$ cat config.mk
export PLATFORM = sky130hd
export DESIGN_NAME = averaging_voltmeter_min_max
export DESIGN_NICKNAME = d
export VERILOG_FILES = /design/src/rtl/avm_pkg.sv /design/src/rtl/avm_lane.sv /design/src/rtl/avm_merge.sv /design/src/rtl/avm_out.sv /design/src/rtl/averaging_voltmeter_min_max.sv
export SDC_FILE = /design/constraint.sdc
export NUM_CORES = 1
export LEC_CHECK = 0
export BUFFER_PORTS_ARGS = -buffer_cell sky130_fd_sc_hd__buf_2
export CAP_MARGIN = 40
export CORE_MARGIN = 3
export CORE_UTILIZATION = 64
export CTS_CLUSTER_SIZE = 14
export DETAILED_ROUTE_END_ITERATION = 8
export GPL_ROUTABILITY_DRIVEN = 0
export HOLD_SLACK_MARGIN = 0.06
export PLACE_DENSITY = 0.85
export SLEW_MARGIN = 20
export SYNTH_ARGS = -nofsm -noshare
export SYNTH_HDL_FRONTEND = slang
export SYNTH_SLANG_ARGS = --single-unit
$ cat constraint.sdc
create_clock -name clock -period 16.1 [get_ports clock]
set_clock_uncertainty 0.1 [all_clocks]
set_input_delay 1.61 -clock clock [delete_from_list [all_inputs] [get_ports clock]]
set_output_delay 1.61 -clock clock [all_outputs]
set_load 0.02 [all_outputs]
$ cat src/rtl/avm_pkg.sv
// ----------------------------------------------------------------------------
// avm_pkg: shared types and constants of the averaging voltmeter
// Field widths, scaling constants, command and result codes, and the
// divide-by-ten helper used for the BCD and ASCII digits.
// ----------------------------------------------------------------------------
package avm_pkg;

   // field widths
   localparam int unsigned ADC_W       = 10;
   localparam int unsigned TENTHS_W    = 6;
   localparam int unsigned BYTE_W      = 8;
   localparam int unsigned DIGIT_W     = 4;
   localparam int unsigned MAX_SAMPLES = 8;
   localparam int unsigned DEF_SAMPLES = 8;

   // averaging divide: reciprocal multiply, exact for sums below 2**13
   localparam int unsigned AVG_DIV_SHIFT = 16;

   // scaling to tenths of a volt: (avg * 33 + 511) / 1023
   localparam int unsigned SCALED_W        = 16;
   localparam int unsigned SCALE_NUM       = 33;
   localparam int unsigned SCALE_ROUND     = 511;
   localparam int unsigned SCALE_RECIP_W   = 17;
   localparam int unsigned SCALE_DIV_MULT  = 65601;
   localparam int unsigned SCALE_DIV_SHIFT = 26;

   // min/max tracker reset values and highest tenths value
   localparam logic [TENTHS_W-1:0] MIN_RESET  = 6'd35;
   localparam logic [TENTHS_W-1:0] MAX_RESET  = 6'd0;
   localparam logic [TENTHS_W-1:0] TENTHS_TOP = 6'd33;

   // command codes
   localparam logic CMD_BATCH  = 1'b0;
   localparam logic CMD_SERIAL = 1'b1;

   // result kinds
   localparam logic KIND_DISPLAY = 1'b0;
   localparam logic KIND_TX      = 1'b1;

   // characters
   localparam logic [BYTE_W-1:0] REPORT_CHAR = 8'h4C;
   localparam logic [BYTE_W-1:0] ASCII_ZERO  = 8'h30;
   localparam logic [BYTE_W-1:0] ASCII_SPACE = 8'h20;

   // tag that travels with each word down the pipeline
   typedef struct packed {
      logic valid;
      logic report;
   } avm_tag_type;

   // report sequencer states
   typedef enum logic [2:0] {
      ST_FIRST = 3'b001,
      ST_SPACE = 3'b010,
      ST_MAX   = 3'b100
   } avm_rpt_state_type;

   // x / 10 for x up to 63: (x * 13) >> 7
   function automatic logic [DIGIT_W-1:0] div10(input logic [TENTHS_W-1:0] x);
      logic [9:0] prod;
      prod = {4'b0000, x} * 10'd13;
      return {1'b0, prod[9:7]};
   endfunction

   // x % 10 for x up to 63
   function automatic logic [DIGIT_W-1:0] mod10(input logic [TENTHS_W-1:0] x);
      logic [DIGIT_W-1:0] q;
      logic [TENTHS_W:0]  tens;
      logic [TENTHS_W:0]  rem;
      q    = div10(x);
      tens = {3'b000, q} * 7'd10;
      rem  = {1'b0, x} - tens;
      return rem[DIGIT_W-1:0];
   endfunction

endpackage

$ cat src/rtl/avm_lane.sv
// ----------------------------------------------------------------------------
// avm_lane: one sample lane
// Captures one ADC sample of a batch word; holds its value across serial
// words so the lane register only toggles on real conversions.
// ----------------------------------------------------------------------------
module avm_lane (
   input  logic                       clock,
   input  logic                       adv,
   input  logic                       load,
   input  logic [avm_pkg::ADC_W-1:0]  sample,
   output logic [avm_pkg::ADC_W-1:0]  sample_ff
);
   import avm_pkg::*;

   logic [ADC_W-1:0] sample_in;

   // take a new sample only for an accepted batch word
   always_comb begin
      sample_in = sample_ff;
      if (adv && load) begin
         sample_in = sample;
      end
   end

   always_ff @(posedge clock) begin
      sample_ff <= sample_in;
   end

endmodule

$ cat src/rtl/avm_merge.sv
// ----------------------------------------------------------------------------
// avm_merge: lane merge and scaling pipeline
// Sums the lanes, divides by the lane count and scales the average to
// tenths of a volt over three registered stages.
// ----------------------------------------------------------------------------
module avm_merge #(
   parameter int unsigned SAMPLES = avm_pkg::DEF_SAMPLES
) (
   input  logic                                 clock,
   input  logic                                 reset,
   input  logic                                 adv,
   input  avm_pkg::avm_tag_type                 tag,
   input  logic [SAMPLES-1:0][avm_pkg::ADC_W-1:0] lanes,
   output avm_pkg::avm_tag_type                 head,
   output logic [avm_pkg::TENTHS_W-1:0]         head_tenths
);
   import avm_pkg::*;

   localparam int unsigned SUM_W   = $clog2(SAMPLES * (2**ADC_W - 1) + 1);
   localparam int unsigned RECIP_W = AVG_DIV_SHIFT + 1;
   localparam logic [RECIP_W-1:0] RECIP =
      RECIP_W'((2**AVG_DIV_SHIFT + SAMPLES - 1) / SAMPLES);
   localparam int unsigned QPROD_W = SUM_W + RECIP_W;
   localparam int unsigned TPROD_W = SCALED_W + SCALE_RECIP_W;

   avm_tag_type            tag_a_ff, tag_b_ff, tag_c_ff;
   logic [SUM_W-1:0]       sum_ff, sum_in;
   logic [ADC_W-1:0]       avg_ff, avg_in;
   logic [TENTHS_W-1:0]    tenths_ff, tenths_in;
   logic [QPROD_W-1:0]     qprod;
   logic [SCALED_W-1:0]    scaled;
   logic [TPROD_W-1:0]     tprod;

   // stage a: adder over the lanes
   always_comb begin
      sum_in = '0;
      for (int i = 0; i < SAMPLES; i++) begin
         sum_in = sum_in + SUM_W'(lanes[i]);
      end
   end

   // stage b: divide by the lane count via reciprocal
   always_comb begin
      qprod  = {{RECIP_W{1'b0}}, sum_ff} * {{SUM_W{1'b0}}, RECIP};
      avg_in = qprod[AVG_DIV_SHIFT +: ADC_W];
   end

   // stage c: scale to tenths, divide by 1023 via reciprocal
   always_comb begin
      scaled    = {{(SCALED_W-ADC_W){1'b0}}, avg_ff} * SCALED_W'(SCALE_NUM)
                  + SCALED_W'(SCALE_ROUND);
      tprod     = {{SCALE_RECIP_W{1'b0}}, scaled}
                  * {{SCALED_W{1'b0}}, SCALE_RECIP_W'(SCALE_DIV_MULT)};
      tenths_in = tprod[SCALE_DIV_SHIFT +: TENTHS_W];
   end

   // data registers
   always_ff @(posedge clock) begin
      if (adv) begin
         sum_ff    <= sum_in;
         avg_ff    <= avg_in;
         tenths_ff <= tenths_in;
      end
   end

   // tag registers
   always_ff @(posedge clock) begin
      if (reset) begin
         tag_a_ff <= '0;
         tag_b_ff <= '0;
         tag_c_ff <= '0;
      end else if (adv) begin
         tag_a_ff <= tag;
         tag_b_ff <= tag_a_ff;
         tag_c_ff <= tag_b_ff;
      end
   end

   assign head        = tag_c_ff;
   assign head_tenths = tenths_ff;

endmodule

$ cat src/rtl/avm_out.sv
// ----------------------------------------------------------------------------
// avm_out: min/max tracker and result register
// Turns the pipeline head into display words or a three-word min/max
// report, and holds each result word until the receiver takes it.
// ----------------------------------------------------------------------------
module avm_out (
   input  logic                          clock,
   input  logic                          reset,
   input  avm_pkg::avm_tag_type          head,
   input  logic [avm_pkg::TENTHS_W-1:0]  head_tenths,
   output logic                          pop,
   output logic                          rsp_valid,
   input  logic                          rsp_stall,
   output logic                          rsp_kind,
   output logic [avm_pkg::BYTE_W-1:0]    rsp_display_code,
   output logic [avm_pkg::TENTHS_W-1:0]  rsp_tenths,
   output logic [avm_pkg::BYTE_W-1:0]    rsp_tx_byte,
   output logic                          rsp_last
);
   import avm_pkg::*;

   avm_rpt_state_type    state_ff, state_in;
   logic [TENTHS_W-1:0]  min_ff, min_in;
   logic [TENTHS_W-1:0]  max_ff, max_in;
   logic                 valid_ff, valid_in;
   logic                 kind_ff, kind_in;
   logic [BYTE_W-1:0]    code_ff, code_in;
   logic [TENTHS_W-1:0]  tenths_ff, tenths_in;
   logic [BYTE_W-1:0]    tx_ff, tx_in;
   logic                 last_ff, last_in;
   logic                 load;

   // output register free or being emptied this cycle
   assign load = head.valid && (!valid_ff || !rsp_stall);
   assign pop  = load && (!head.report || state_ff == ST_MAX);

   // report sequencer and result word
   always_comb begin
      state_in  = state_ff;
      min_in    = min_ff;
      max_in    = max_ff;
      valid_in  = valid_ff && rsp_stall;
      kind_in   = kind_ff;
      code_in   = code_ff;
      tenths_in = tenths_ff;
      tx_in     = tx_ff;
      last_in   = last_ff;
      if (load) begin
         valid_in = 1'b1;
         if (!head.report) begin
            kind_in   = KIND_DISPLAY;
            code_in   = {div10(head_tenths), mod10(head_tenths)};
            tenths_in = head_tenths;
            tx_in     = '0;
            last_in   = 1'b1;
            if (head_tenths < min_ff) begin
               min_in = head_tenths;
            end
            if (head_tenths > max_ff) begin
               max_in = head_tenths;
            end
         end else begin
            kind_in   = KIND_TX;
            code_in   = '0;
            tenths_in = '0;
            unique case (state_ff)
               ST_FIRST: begin
                  tx_in    = ASCII_ZERO + BYTE_W'(div10(min_ff));
                  last_in  = 1'b0;
                  state_in = ST_SPACE;
               end
               ST_SPACE: begin
                  tx_in    = ASCII_SPACE;
                  last_in  = 1'b0;
                  state_in = ST_MAX;
               end
               ST_MAX: begin
                  tx_in    = ASCII_ZERO + BYTE_W'(div10(max_ff));
                  last_in  = 1'b1;
                  state_in = ST_FIRST;
               end
               default: begin
                  tx_in    = '0;
                  last_in  = 1'b0;
                  state_in = ST_FIRST;
               end
            endcase
         end
      end
   end

   // control registers
   always_ff @(posedge clock) begin
      if (reset) begin
         state_ff <= ST_FIRST;
         min_ff   <= MIN_RESET;
         max_ff   <= MAX_RESET;
         valid_ff <= 1'b0;
      end else begin
         state_ff <= state_in;
         min_ff   <= min_in;
         max_ff   <= max_in;
         valid_ff <= valid_in;
      end
   end

   // payload registers
   always_ff @(posedge clock) begin
      kind_ff   <= kind_in;
      code_ff   <= code_in;
      tenths_ff <= tenths_in;
      tx_ff     <= tx_in;
      last_ff   <= last_in;
   end

   assign rsp_valid        = valid_ff;
   assign rsp_kind         = kind_ff;
   assign rsp_display_code = code_ff;
   assign rsp_tenths       = tenths_ff;
   assign rsp_tx_byte      = tx_ff;
   assign rsp_last         = last_ff;

`ifndef NO_ASSERTIONS
   // mid-report the output register always holds a word
   a_report_holds: assert property (@(posedge clock) disable iff (reset)
      (state_ff != ST_FIRST) |-> valid_ff)
      else $error("report in progress with empty output register");

   // tracker stays within range: min up to its reset value, max up to the top tenths value
   a_minmax_range: assert property (@(posedge clock) disable iff (reset)
      (min_ff <= MIN_RESET) && (max_ff <= TENTHS_TOP))
      else $error("min/max tracker out of range");

   // a report word leaves the head only as its third word is loaded
   a_pop_report: assert property (@(posedge clock) disable iff (reset)
      (pop && head.report) |-> (state_ff == ST_MAX))
      else $error("report popped before its last word");

   // display words are always the last of their item
   a_display_last: assert property (@(posedge clock) disable iff (reset)
      (valid_ff && kind_ff == KIND_DISPLAY) |-> last_ff)
      else $error("display word without last");

   // sequencer state stays one-hot
   a_state_onehot: assert property (@(posedge clock) disable iff (reset)
      $onehot(state_ff))
      else $error("report sequencer state not one-hot");
`endif

endmodule

$ cat src/rtl/averaging_voltmeter_min_max.sv
// ----------------------------------------------------------------------------
// averaging_voltmeter_min_max: averaging voltmeter with min/max report
// Lanes capture a batch of ADC samples, a merge pipeline averages and
// scales them to tenths of a volt, and an output stage tracks min/max.
// ----------------------------------------------------------------------------
// Usage:
//   req channel: one word per handshake (req_valid high, req_stall low).
//   req_command 0 carries a sample batch in req_sample_0.., of which the
//   first SAMPLES are averaged; req_command 1 carries req_rx_byte, where
//   'L' asks for a min/max report and any other byte is dropped.
//   rsp channel: a batch gives one display word (BCD volts and tenths);
//   'L' gives three transmit words: min tens digit, space, max tens digit,
//   the last with rsp_last set. Min/max cover all batches taken before.
//   The lane register loads at the accepting edge; the word then passes
//   the sum, average and scale registers and the output register.
//   Throughput: one word per cycle when nothing holds the pipeline; a report
//   holds it while its three words go out of the single output register.
//   A stall on rsp holds the output register and the whole pipeline;
//   req_stall rises once the pipeline head cannot move.
//   Reset (synchronous): pipeline empty, min = 35, max = 0.
// ----------------------------------------------------------------------------
module averaging_voltmeter_min_max #(
   parameter int unsigned SAMPLES = avm_pkg::DEF_SAMPLES
) (
   input  logic                          clock,
   input  logic                          reset,
   input  logic                          req_valid,
   output logic                          req_stall,
   input  logic                          req_command,
   input  logic [avm_pkg::ADC_W-1:0]     req_sample_0,
   input  logic [avm_pkg::ADC_W-1:0]     req_sample_1,
   input  logic [avm_pkg::ADC_W-1:0]     req_sample_2,
   input  logic [avm_pkg::ADC_W-1:0]     req_sample_3,
   input  logic [avm_pkg::ADC_W-1:0]     req_sample_4,
   input  logic [avm_pkg::ADC_W-1:0]     req_sample_5,
   input  logic [avm_pkg::ADC_W-1:0]     req_sample_6,
   input  logic [avm_pkg::ADC_W-1:0]     req_sample_7,
   input  logic [avm_pkg::BYTE_W-1:0]    req_rx_byte,
   output logic                          rsp_valid,
   input  logic                          rsp_stall,
   output logic                          rsp_kind,
   output logic [avm_pkg::BYTE_W-1:0]    rsp_display_code,
   output logic [avm_pkg::TENTHS_W-1:0]  rsp_tenths,
   output logic [avm_pkg::BYTE_W-1:0]    rsp_tx_byte,
   output logic                          rsp_last
);
   import avm_pkg::*;

   logic [MAX_SAMPLES-1:0][ADC_W-1:0]  req_samples;
   logic [SAMPLES-1:0][ADC_W-1:0]      lane_q;
   avm_tag_type                        tag_ff, tag_in;
   avm_tag_type                        head;
   logic [TENTHS_W-1:0]                head_tenths;
   logic                               pop;
   logic                               adv;
   logic                               accept;
   logic                               batch;

   assign req_samples = {req_sample_7, req_sample_6, req_sample_5, req_sample_4,
                         req_sample_3, req_sample_2, req_sample_1, req_sample_0};

   // pipeline moves when its head is empty or leaving
   assign adv       = !head.valid || pop;
   assign req_stall = !adv;
   assign accept    = req_valid && adv;
   assign batch     = req_command == CMD_BATCH;

   // lane-stage tag: drop serial bytes other than the report request
   always_comb begin
      tag_in.valid  = accept && (batch || req_rx_byte == REPORT_CHAR);
      tag_in.report = !batch;
   end

   always_ff @(posedge clock) begin
      if (reset) begin
         tag_ff <= '0;
      end else if (adv) begin
         tag_ff <= tag_in;
      end
   end

   // sample lanes
   for (genvar i = 0; i < SAMPLES; i++) begin : g_lane
      avm_lane u_lane (
         .clock     (clock),
         .adv       (adv),
         .load      (accept && batch),
         .sample    (req_samples[i]),
         .sample_ff (lane_q[i])
      );
   end

   // merge and scaling pipeline
   avm_merge #(
      .SAMPLES (SAMPLES)
   ) u_merge (
      .clock       (clock),
      .reset       (reset),
      .adv         (adv),
      .tag         (tag_ff),
      .lanes       (lane_q),
      .head        (head),
      .head_tenths (head_tenths)
   );

   // min/max tracking and result register
   avm_out u_out (
      .clock            (clock),
      .reset            (reset),
      .head             (head),
      .head_tenths      (head_tenths),
      .pop              (pop),
      .rsp_valid        (rsp_valid),
      .rsp_stall        (rsp_stall),
      .rsp_kind         (rsp_kind),
      .rsp_display_code (rsp_display_code),
      .rsp_tenths       (rsp_tenths),
      .rsp_tx_byte      (rsp_tx_byte),
      .rsp_last         (rsp_last)
   );

endmodule

Word-level counts from Yosys, hierarchy flattened
Index checks and enable logic that the tools add are counted.

cells by class
  $lt $le $gt $ge = 2
  equality and inequality tests = 4
  bitwise logic cells = 2
  muxes and demuxes = 5
  reductions and logical operators = 19
  add/sub/neg operators = 11
  multiply operators = 6

operators by type and width
  operator                                              count
  adder 13 x 10 -> 13 bit                               6
  multiplier 16 x 17 -> 32 bit (second input constant)  1
  multiplier 6 x 4 -> 10 bit (second input constant)    3
  one-hot mux 8 bit (3 select lines)                    1
  adder 16 x 9 -> 16 bit (second input constant)        1
  multiplier 10 x 6 -> 16 bit (second input constant)   1
  adder 6 x 3 -> 7 bit (first input constant)           2
  adder 10 x 10 -> 11 bit                               1
  == test 8 x 7 -> 1 bit (second input constant)        1
  logical AND 1 bit                                     7
  greater-than comparator 6 bit                         1
  less-than comparator 6 bit                            1
  one-hot mux 3 bit (2 select lines)                    1
  AND reduction 3 bit                                   2
  logical NOT 1 bit                                     5
  logical OR 1 bit                                      4
  subtractor 4 bit                                      1
  == test 3 x 1 -> 1 bit (second input constant)        1
  == test 3 x 2 -> 1 bit (second input constant)        1
  == test 3 bit (second input constant)                 1
  multiplier 3 x 3 -> 3 bit (second input constant)     1
  two-way mux 1 bit                                     3
  inverter 1 bit                                        2
  AND reduction 2 bit                                   1

word-level totals
  flip-flop bits (word level) = 157
  input port bits = 93
  output and inout port bits = 26

Longest topological paths before layout
Gate-level depths: netlist of the first run.

  word-level depth = 8
  depth in mapped cells = 29
  gate-level depth less buffers = 29

By module
From an unflattened synthesis of the first run, not the netlist that was laid out.

second synthesis, totals
  cell total of the unflattened synthesis = 784
  area, all modules = 9,879.5 sq um

modules (own cells, without submodules)
  module                       instances  area each (sq um)  cells an instance
  avm_merge                    1          4,604.4            415
  avm_out                      1          2,693.8            266
  avm_lane                     8          306.5              11
  averaging_voltmeter_min_max  1          128.9              15

Worst setup path after synthesis of the first run
Ideal clock, no wire load.

  path type = in2reg
  start point = in rsp_stall
  end point = reg g_lane[0].u_lane.sample_ff[0] (netlist name), enable pin
  slack = 6.364 ns
  cell stages on the path = 5
  library setup time = 0.635 ns
  arrival time = 9.002 ns
  cell sequence = nand2_1 > nand2_1 > nand2_1 > clkinv_1 > nor3b_1

on the way
  cells in the longest elaborated chain, start to end = 8

RTL lines
  item                  line                               text
  start, declared       averaging_voltmeter_min_max.sv:40  input logic rsp_stall,
  logical NOT 1 bit *   avm_out.sv:34                      assign load = head.valid && (!valid_ff || !rsp_stall);
  logical OR 1 bit *    avm_out.sv:34
  logical AND 1 bit *   avm_out.sv:34
  logical AND 1 bit *   avm_out.sv:35                      assign pop = load && (!head.report || state_ff == ST_MAX);
  logical OR 1 bit *    averaging_voltmeter_min_max.sv:63  assign adv = !head.valid || pop;
  logical AND 1 bit     averaging_voltmeter_min_max.sv:65  assign accept = req_valid && adv;
  logical AND 1 bit     averaging_voltmeter_min_max.sv:87  .load (accept && batch),
  logical AND 1 bit *   avm_lane.sv:20                     if (adv && load) begin
  end signal, assigned  avm_lane.sv:26                     sample_ff <= sample_in;
  end, declared         avm_lane.sv:11                     output logic [avm_pkg::ADC_W-1:0] sample_ff

Every way passes the cells marked *; elsewhere a longest branch is shown, timed or not.
A chain may end at the register's enable or synchronous reset.

Worst setup path after layout of the first run
  start point = reg u_merge.avg_ff[2]
  end point = reg u_merge.tenths_ff[5], in the netlist u_merge.head_tenths[5], data pin

on the way
  cells in the longest elaborated chain, start to end = 3

RTL lines
  item                          line             text
  start, declared               avm_merge.sv:28  logic [ADC_W-1:0] avg_ff, avg_in;
  start signal, assigned        avm_merge.sv:61  avg_ff <= avg_in;
  multiplier 10 x 6 -> 16 bit   avm_merge.sv:50  scaled = {{(SCALED_W-ADC_W){1'b0}}, avg_ff} * SCALED_W'(SCALE_NUM)
  adder 16 x 9 -> 16 bit        avm_merge.sv:51  + SCALED_W'(SCALE_ROUND);
  multiplier 16 x 17 -> 32 bit  avm_merge.sv:53  * {{SCALED_W{1'b0}}, SCALE_RECIP_W'(SCALE_DIV_MULT)};
  named net u_merge.tprod[31]   avm_merge.sv:32  logic [TPROD_W-1:0] tprod;
  end signal, assigned          avm_merge.sv:62  tenths_ff <= tenths_in;
  end, declared                 avm_merge.sv:29  logic [TENTHS_W-1:0] tenths_ff, tenths_in;

The timed path passes the listed nets, and every way through them passes these cells.

==> out/metrics.cfg, run 1 <==
[final_layout]
area_growth_pct=13.7
drive_gt1_share_pct=17.0
diodes=0
final_cell_area_um2=11300
final_common_cell=ha_1
final_util_pct=76.0
fin_nets=1262
layout_common_cells=ha_1 (159), inv_1 (140), edfxtp_1 (125)

[sta]
rsz0062_at_grt=false
fin_setup_tns_ps=0
fmax_ghz=0.146
hold_viol=0
setup_viol=0
post-route-min-period_ps=6830
setup_slack_ps=9270
slew_viol_final=0
maxSlewHeadroom_pct=50.4
worst_slew_pin_slew_ps=743
fin_crit_sh_pct=42.4

[logic_synthesis]
synth-xor-area-share_pct=3.68
syn_avg_cell_area_um2=12.1
synth_cells=820
synth-simple-area-share_pct=6.46
synth_mux_area_share_pct=0.910
synth_compound_area_share_pct=8.03
netlist.area_leader.share_pct=37.9
yosys.area.top_type=edfxtp_1
synth.area.top_cells=edfxtp_1 (38%), ha_1 (20%), fa_1 (12%), inv_1 (5.3%), dfxtp_1 (4.9%)
async_flop_share_pct=0
ys_warn_count=0
ys_seq_area_share_pct=42.8
synth-edff-count=125
ys_types=59
synth_ff_type=edfxtp_1
ys_seq_elements=149
synth_top_family_by_area=adder cells
synth_fa_ha_area_share_pct=32.2
synth_area_um2=9900

[worst_setup_path]
crit_fanout=4
rrSetupSlack_ps=9270
crit_buf_inv=5
crit_cells=27
worst_r2r_endpoint=u_merge.head_tenths[5]
critPathKind=flop to flop
slowest_delay_ps=530
worstSetupStartpoint=u_merge.avg_ff[2]
rr_worst_depth=27
slowest_stage=fa_1
end_kind=flop
arrival_ps=6910
cpMostUsedCell=ha_1
cp-endpoint=u_merge.head_tenths[5]
r2r_start=u_merge.avg_ff[2]
cp_top_family=adder cells
cp-start-kind=flop
crit_required_ps=16180

[clock_network]
cts_buffers=17
cts_hold_buf=0
cts-root-buf=clkbuf_16
clkTransAtPathRegs_ps=60
cts_post_setup_buffers_inserted=0
cts_max_path_buffers=2
clock_latency_ps=430
h-tree-depth=4
cts_tree=built
cts_num_sinks=149
cts-resized-gates=0

[die]
fp.dieArea_um2=17000
die_h_um=130
core_area_um2=14800
ioPinCount=119
initial_core_util_pct=66.8
num_rows=44
die_width_um=130

[worst_hold_path]
hp-class=flop to flop

[routing]
ant_nets=0
viasPerCell=5.59
drtPass1Iterations=4
num_vias=6415
route.detailed.drc=0
routed_wirelength_um=18500
drt_iter0_drc=297
wl_per_cell_um=16.1

[grt]
grt_pass1_wl_um=30900
track_usage_pct=23.6
antenna_found_initial=0
grt_max_degree=57
grt_overflow_total=0
grt_pass1_vias=6678

[placement]
pre_cts_ws_ps=9310
io_buffers=114
dp_hpwl_um=14000
placed_area_um2=10700

[run]
drv_cap=0

[run_status]
status=finished clean

-- through the flow --
| stage | hold slack (ps) | std cells |
|---|---|---|
| finish | 322 | 1147 |
| global route | 342 | 1147 |
| CTS | 323 | 1147 |
| detailed placement | 307 | 1115 |
| global placement | 304 | 1114 |
| floorplan | 300 | 823 |
-- kinds of logic after synthesis --
logic type / Yosys count
AO/OA/AOI/OAI: 120
XOR/XNOR: 39
adder cells (fa/ha/maj): 219
buffers and inverters: 150
flip-flops: 149
multiplexers: 9
other: 1
AND/OR/NAND/NOR: 133
-- worst min path at each step --
stage / from / end / slack [ps] / cells after the start
after floorplan: u_merge.sum_ff[3] / u_merge.avg_ff[0] / 300 / 0
after global placement: u_merge.sum_ff[11] / u_merge.avg_ff[8] / 300 / 0
after detailed placement: u_merge.sum_ff[8] / u_merge.avg_ff[5] / 310 / 0
after CTS: u_merge.sum_ff[8] / u_merge.avg_ff[5] / 320 / 0
after global routing: u_merge.sum_ff[8] / u_merge.avg_ff[5] / 340 / 0
final: u_merge.sum_ff[8] / u_merge.avg_ff[5] / 320 / 0
-- worst register-to-register path, delay by kind of cell, from the launching register on --
kind,cells,cell delay [ps]
AOI/OAI and AO/OA,6,1600
and+or+nand+nor,7,1220
DFF,1,460
buffers and inverters,5,340
adders and majority gates,9,2870
-- flip-flops by register name, indices dropped and copies added, names as in the netlist --
| name | cells |
|---|---|
| u_out.rsp_kind | 1 |
| u_out.rsp_last | 1 |
| u_merge.tag_b_ff | 2 |
| u_out.rsp_tx_byte | 5 |
| u_merge.head | 2 |
| u_merge.tag_a_ff | 2 |
| u_out.max_ff | 6 |
| u_out.rsp_display_code | 6 |
| u_out.rsp_valid | 1 |
| u_merge.sum_ff | 10 |
| u_out.min_ff | 6 |
| u_out.state_ff | 3 |
| u_merge.head_tenths | 6 |
| u_out.rsp_tenths | 6 |
| tag_ff | 2 |
| g_lane.u_lane.sample_ff | 80 |
| u_merge.avg_ff | 10 |
-- layout make-up --
| type | count | area [um2] |
|---|---|---|
| flip-flops and latches | 149 | 4230 |
| clock inverters | 13 | 120 |
| clock buffers | 19 | 433 |
| inverters | 141 | 529 |
| well taps | 184 | 230 |
| repair buffers | 117 | 613 |
| fillers | 919 | 3550 |
| multi-input cells | 524 | 5100 |
-- synthesized netlist by cell type, drive strengths merged (13+ instances only) --
cell,count
a21oi,39
dfxtp,24
edfxtp,125
fa,60
ha,159
inv,140
nand2,37
nor2,48
nor2b,13
o21ai,26
xnor2,26
xor2,13
-- layer usage --
metal | GRT usage [%] | wire length [um] | up-vias
met3 | 6.10 | 875 | 41
met2 | 41.0 | 9540 | 171
li1 | - | - | 3079
met4 | 7.86 | 393 | 0
met1 | 29.0 | 7670 | 3124
met5 | 0 | 0 | -
Power of run 1 is left out: the tool's default activity adds up to more than one toggle a clock period on the data nets, which glitch-free logic cannot reach.
==> run 2: changes to the inputs <==
Settings changed: CORE_UTILIZATION 64 to 54, PLACE_DENSITY 0.85 to 0.76.
Clock period 16.1 ns to 5.7 ns, I/O delays scaled along.
==> run 2 against run 1 <==
The run now ends with setup timing left; routed wire length grew 2.1%; worst hold slack lost 110 ps; die area grew 18%; cell area grew 6.4%; non-clock buffer count grew 42; critical path depth grew 1; setup slack lost 9600 ps; via count grew 0.86%; maximum frequency grew 14%; global-route usage shrank 3.9 points; cell count grew 7.2%; largest cell class unchanged; highest routed layer is now met5.
==> out/metrics.cfg, run 2 (same netlist as run 1, synthesis figures left out) <==
[worst_setup_path]
rr_worst_depth=28  ; +3.7%
crit_fanout=4  ; unchanged
worst_r2r_endpoint=u_merge.head_tenths[5]
crit_required_ps=5780  ; -10400 ps
slowest_stage=fa_1
cp-start-kind=flop
cp-endpoint=u_merge.head_tenths[5]
slowest_delay_ps=500  ; -30 ps
worstSetupStartpoint=u_merge.avg_ff[2]
arrival_ps=6060  ; -850 ps
critPathKind=flop to flop
cpMostUsedCell=ha_4
end_kind=flop
r2r_start=u_merge.avg_ff[2]
rrSetupSlack_ps=-290  ; -9560 ps

[clock_network]
clock_latency_ps=420  ; about the same
cts-root-buf=clkbuf_16
cts_num_sinks=149  ; unchanged
h-tree-depth=4  ; unchanged
cts_buffers=17  ; unchanged
cts_max_path_buffers=2  ; unchanged
cts_hold_buf=0  ; unchanged
clkTransAtPathRegs_ps=60  ; about the same
cts_tree=built

[final_layout]
drive_gt1_share_pct=25.4  ; +8.3 points
layout_common_cells=ha_1 (146), inv_1 (132), edfxtp_1 (125)
final_common_cell=ha_1
fin_nets=1304  ; +3.3%
area_growth_pct=21.0
largest_reg_flops=80  ; unchanged
top_register=g_lane.u_lane.sample_ff
top_regs=g_lane.u_lane.sample_ff x80, u_merge.avg_ff x10, u_merge.sum_ff x10
diodes=0  ; unchanged
final_cell_area_um2=12000  ; +6.4%

[worst_hold_path]
worstHoldStart=req_sample_3[0]
hp-class=input pin to flop

[sta]
fin_crit_sh_pct=105  ; +63 points
maxSlewHeadroom_pct=47.4  ; -3.0 points
hold_viol=0  ; unchanged
post-route-min-period_ps=5990  ; -844 ps
setup_viol=6  ; +6
slew_viol_final=0  ; unchanged
setup_slack_ps=-286  ; -9560 ps
rsz0062_at_grt=true
worst_slew_pin_slew_ps=787  ; +44.3 ps
fin_hold_ws_ps=216  ; -106 ps
fmax_ghz=0.167  ; +14%

[die]
core_area_um2=17600  ; +19%
die_h_um=141  ; +8.5%
num_rows=48  ; +9.1%
fp.dieArea_um2=20000  ; +18%
die_width_um=141  ; +8.5%
ioPinCount=119  ; unchanged
initial_core_util_pct=56.2  ; -11 points

[grt]
grt_pass1_wl_um=31300  ; +1.3%
grt_overflow_total=0  ; unchanged
grt_pass1_vias=6616  ; -0.93%
grt_max_degree=67  ; +18%
track_usage_pct=19.8  ; -3.9 points
antenna_found_initial=1  ; +1

[placement]
io_buffers=114  ; unchanged
dp_hpwl_um=14300  ; +2.4%
placed_area_um2=11100  ; +3.7%

[run]
drv_cap=0  ; unchanged

[routing]
num_vias=6470  ; +0.86%
viasPerCell=5.26  ; -5.9%
routed_wirelength_um=18900  ; +2.1%
drt_iter0_drc=298  ; +0.34%
wl_per_cell_um=15.3  ; -4.8%
ant_nets=0  ; unchanged
route.detailed.drc=0  ; unchanged
drtPass1Iterations=5  ; +1

[run_status]
status=finished, violations left
violations=setup timing

-- run 2: changes by cell type in the layout (fill, tap and decap cells not counted), sizes merged --
| cell | delta |
|---|---|
| buf | +42 |
| bufinv | +3 |
| inv | +3 |
| clkbuf | -2 |
| clkinv | -2 |
| clkinvlp | -2 |
-- run 2: what timing repair did --
item                                    CTS  global route
gates resized for setup                  24            19
buffers inserted                          3             6
endpoints found under the setup margin    8             9
pin swaps                                23            11
-- run 2: worst min-delay path by stage --
| stage | endpoint | slack (ps) | depth (start not counted) |
|---|---|---|---|
| 5_1_grt | g_lane[5].u_lane.sample_ff[7] | 190 | 1 |
| 4_1_cts | g_lane[6].u_lane.sample_ff[7] | 200 | 1 |
| 3_5_place_dp | u_merge.avg_ff[4] | 310 | 0 |
| 2_1_floorplan | u_merge.avg_ff[0] | 300 | 0 |
| 3_3_place_gp | u_merge.avg_ff[8] | 300 | 0 |
| 6_report | g_lane[3].u_lane.sample_ff[0] | 220 | 1 |
-- run 2: worst max-delay path: cells and delay by family (launching register included) --
family	cells	cell delay, ps
adders and majority gates	9	2570
AOI/OAI and AO/OA	7	1340
and+or+nand+nor	7	1070
DFF	1	410
buffers and inverters	5	250
-- run 2: per-stage QoR --
stage | std cells | TNS (ps) | setup WS (ps) | util, %
3_3_place_gp | 1188 | -1010 | -249 | 62.9
3_5_place_dp | 1189 | -2050 | -419 | 63.1
4_1_cts | 1224 | -899 | -197 | 67.4
5_1_grt | 1230 | -3030 | -541 | 68.1
2_1_floorplan | 823 | -567 | -245 | -
6_report | 1230 | -1410 | -286 | 68.1
-- run 2: per-layer routing --
metal | share of wire [%] | global-route usage (%) | wire length, um | up-vias
met5 | 0.069 | 0 | 13 | -
met4 | 1.5 | 5.20 | 281 | 2
met3 | 5.4 | 5.22 | 1020 | 26
met2 | 49 | 32.4 | 9220 | 159
met1 | 44 | 26.4 | 8330 | 3117
li1 | - | - | - | 3166
-- run 2: final cells by class --
class	count	area [um2]
Tap cell	225	282
Fill cell	1249	5620
Timing Repair Buffer	159	932
Inverter	141	529
Clock inverter	15	209
Sequential cell	149	4230
Multi-Input combinational cell	524	5370
Clock buffer	17	425
Power of run 2 is left out for the same reason.
